## src/chs_pkg.sv

```systemverilog
// chs_pkg: shared constants and codes for the coordinate hash set
// used by chs_hash and coordinate_hash_set_core; no dependencies
package chs_pkg;

    localparam int TABLE_BITS_DEF = 10;
    localparam int OCC_W          = 11;
    localparam int STATUS_W       = 3;
    localparam int COORD_W        = 32;
    localparam int HASH_W         = 64;

    localparam logic [HASH_W-1:0] HASH_OFFSET = 64'h8000_0000_8000_0000;
    localparam logic [HASH_W-1:0] HASH_MULT   = 64'd1111111111111111111;

    localparam logic CMD_INSERT = 1'b0;
    localparam logic CMD_REMOVE = 1'b1;

    typedef enum logic [STATUS_W-1:0] {
        ST_INSERTED = 3'd0,
        ST_PRESENT  = 3'd1,
        ST_REMOVED  = 3'd2,
        ST_ABSENT   = 3'd3,
        ST_FULL     = 3'd4
    } t_status;

endpackage

```

## src/chs_hash.sv

```systemverilog
// chs_hash: 64-bit point hash, (packed - offset) * multiplier mod 2^64
// one shared 32x32 multiplier, three partial products in steps LL, LH, HL, FIN; uses chs_pkg
module chs_hash import chs_pkg::*; (
    input  logic                      i_clk,
    input  logic                      i_rst_n,
    input  logic                      i_start,
    input  logic signed [COORD_W-1:0] i_point_x,
    input  logic signed [COORD_W-1:0] i_point_y,
    output logic [HASH_W-1:0]         o_hash,
    output logic                      o_done
);

    localparam logic [1:0] STEP_LL = 2'd0;
    localparam logic [1:0] STEP_LH = 2'd1;
    localparam logic [1:0] STEP_HL = 2'd2;
    localparam logic [1:0] STEP_FIN = 2'd3;

    logic [HASH_W-1:0]  r_opnd;
    logic [HASH_W-1:0]  r_prod;
    logic [HASH_W-1:0]  r_acc;
    logic [1:0]         r_step;
    logic               r_busy;
    logic               r_done;
    logic [COORD_W-1:0] w_mul_a;
    logic [COORD_W-1:0] w_mul_b;
    logic [HASH_W-1:0]  w_prod;

    assign w_mul_a = (r_step == STEP_HL) ? r_opnd[63:32] : r_opnd[31:0];
    assign w_mul_b = (r_step == STEP_LH) ? HASH_MULT[63:32] : HASH_MULT[31:0];
    assign w_prod  = HASH_W'(w_mul_a) * HASH_W'(w_mul_b);

    always_ff @(posedge i_clk) begin
        if (!i_rst_n) begin
            r_busy <= 1'b0;
            r_done <= 1'b0;
            r_step <= STEP_LL;
        end else begin
            r_done <= r_busy && (r_step == STEP_FIN);
            if (i_start) begin
                r_busy <= 1'b1;
                r_step <= STEP_LL;
            end else if (r_busy) begin
                r_step <= r_step + 2'd1;
                if (r_step == STEP_FIN) begin
                    r_busy <= 1'b0;
                end
            end
        end
    end

    always_ff @(posedge i_clk) begin
        if (i_start) begin
            r_opnd <= {i_point_y, i_point_x} - HASH_OFFSET;
        end else if (r_busy) begin
            r_prod <= w_prod;
            case (r_step)
                STEP_LL: begin
                end
                STEP_LH: begin
                    r_acc <= r_prod;
                end
                default: begin
                    r_acc[63:32] <= r_acc[63:32] + r_prod[31:0];
                end
            endcase
        end
    end

    assign o_hash = r_acc;
    assign o_done = r_done;

endmodule

```

## config.mk

```make
export PLATFORM = sky130hd
export DESIGN_NAME = chs_hash
export DESIGN_NICKNAME = d
export VERILOG_FILES = /design/src/chs_pkg.sv /design/src/chs_hash.sv
export SDC_FILE = /design/constraint.sdc
export NUM_CORES = 2
export LEC_CHECK = 0
export ABC_CLOCK_PERIOD_IN_PS = 11400
export BUFFER_PORTS_ARGS = -buffer_cell sky130_fd_sc_hd__buf_4
export CORE_UTILIZATION = 35
export DETAILED_ROUTE_END_ITERATION = 8
export GPL_ROUTABILITY_DRIVEN = 0
export PLACE_DENSITY_LB_ADDON = 0.12
export SLEW_MARGIN = 20
export SYNTH_ARGS = -nofsm -noshare
export SYNTH_HDL_FRONTEND = slang
export SYNTH_SLANG_ARGS = --single-unit
```

## constraint.sdc

```tcl
create_clock -name i_clk -period 11.4 [get_ports i_clk]
set_input_delay 2.28 -clock i_clk [delete_from_list [all_inputs] [get_ports i_clk]]
set_output_delay 2.28 -clock i_clk [all_outputs]
set_load 0.05 [all_outputs]
```

==> run metrics <==
worst setup path category register to register; fillers 8954; final period utilization 0.853; Yosys reg bits 194; Max Fanout on Critical Path 20; Syn Area/Cell 10.7 um2; commonest non-fill, non-tap cells in the layout inv_1, fa_1, ha_1; Reg area about 5800 um2; nets 4247; Hold Crit Class register to register; CTS tree done; Setup Buffers After CTS 0; CP Data Required Time 11640 ps; Worst Tran Pin Value between 1000 and 1500 ps; first-pass GRT wire length 149000 um; min Tclk post-route 9720 ps; via/cell ratio about 4.9; Die Ht a little over 300 um; placed cells roughly 4300; CTS Buf Count 17; cts hold-fix bufs 0; Clock Skew 31.9 ps; placed inst area 34800 um2; initial antenna violation count 1; Max clock buf depth 2; io pins 132; asr flop ratio synth 0; TNS Setup 0 ps; max cap viols 0; EDFF count, synth 190; Reg2Reg Depth 28; Layout area overhead 9.63%; Design Area, Final 35300 um2; total gr overflow 0; Setup Viol. Count Final 0; CTS H-tree lvls 4; commonest non-fill, non-tap cell in the layout inv_1; total wire length 98600 um; initial core utilization 0.356; status completed; Multi-input gate area 23200 um2; Via Count approximately 21000; slowest CP cell mux2i_1; setup slack, reg-to-reg 1680 ps; HPWL after detailed placement approximately 87000 um; relative slew slack 0.231; post-CTS resize count 0; share of layout cells above drive strength 1 0.0741; Max stage delay on crit path about 870 ps; Arr. time, crit path about 10000 ps; clk slew on worst S/H paths 80 ps; RSZ-0062 raised after global routing no; Worst Hold Path Cells 0; vias in the first global route 23200; largest net degree at the start of global routing 68; Mapped Area approximately 32000 um2; 1st-iter DRT viols between 1500 and 2000; Distinct cells, synth 70; Synth area leaders fa_1, edfxtp_1, ha_1; Syn. warnings 0; Core Area a little over 90000 um2; die area 93300 um2; hold_sp r_prod[4]; Slew Viols, Final 0; Root Buffer clkbuf_16; num rows 110; Synth top area share 0.388; Detail Route Antenna Nets 0; total track usage 0.218; first-pass detailed-route iteration total 6; Seq/Total Area, Yosys 0.180; critical path startpoint category register; Sink Count 194; worst-skew pair later-pin latency 520 ps; Mapped Cells 3013; Remaining DRCs 0; routed len/inst around 23 um; Synth Flop Type edfxtp_1; Die X 305 um; Post-Layout Cell Count 4334; PortBufs 131; Hold Path End o_hash[4]; worst r2r src r_step[0]; R2R Path End r_prod[59]; Hold Violations, Final 0; Worst setup EP type register; f_max 103 MHz; area leader, netlist fa_1
layout make-up:
class,instances,share of cell area
antenna,1,0.0000708
clock buffer,20,0.0124
clock inverter,12,0.00368
inverter,836,0.0888
multi-input combinational,1934,0.655
sequential,194,0.164
tap,1176,0.0417
timing repair buffer,161,0.0342
metrics by stage:
stage | hold slack (ps) | setup slack (ps) | util
6_report | 473 | 1680 | 0.390
5_1_grt | 485 | 1160 | 0.390
4_1_cts | 479 | 1620 | 0.390
3_5_place_dp | 458 | 1660 | 0.384
3_3_place_gp | 450 | 1690 | 0.384
2_1_floorplan | 431 | 2290 | -
cells in the mapped netlist, types with 42 or more instances:
cell type	instances
inv_1	836
fa_1	624
ha_1	412
edfxtp_1	190
nand2_1	143
nor2_1	128
a21oi_1	100
o21ai_0	71
xnor2_1	68
xor2_1	51
clkbuf_1	44
a21o_1	42
worst max path at each step:
stage | start | endpoint | slack (ps)
after detailed placement | r_step[0] | r_prod[59] | 1660
after global placement | r_step[0] | r_prod[56] | 1690
after floorplan | r_step[0] | r_prod[54] | 2290
final | r_step[0] | r_prod[59] | 1680
after global routing | r_step[0] | r_prod[59] | 1160
after CTS | r_step[0] | r_prod[59] | 1620
sequential cells by signal, indices dropped and copies added, names as in the netlist:
name,cells
r_prod,62
r_opnd,64
r_busy,1
r_step,2
o_hash,64
o_done,1
logic make-up after synthesis:
group,synth area share
adder cells (fa/ha/maj),0.548
flip-flops,0.180
AND/OR/NAND/NOR,0.0570
multiplexers,0.0129
buffers and inverters,0.105
XOR/XNOR,0.0323
AO/OA/AOI/OAI,0.0653
other,0.000233
worst max-delay path, delay by kind of cell (launching register included):
kind            cells  cell delay, ps
mux                 2            1100
simple gates        3             350
flops               1             380
compound gates      5            1680
buf+inv             8            1050
fa+ha+maj          10            4890
routing by layer:
layer	routed length, um	up-vias	GRT usage
met5	0	-	0
met4	2580	0	0.0637
met3	3670	99	0.0206
met2	47400	491	0.355
met1	45000	11000	0.307
li1	-	9634	-
Power is left out: the tool's default activity adds up to more than one toggle a clock period on the data nets, which glitch-free logic cannot reach.
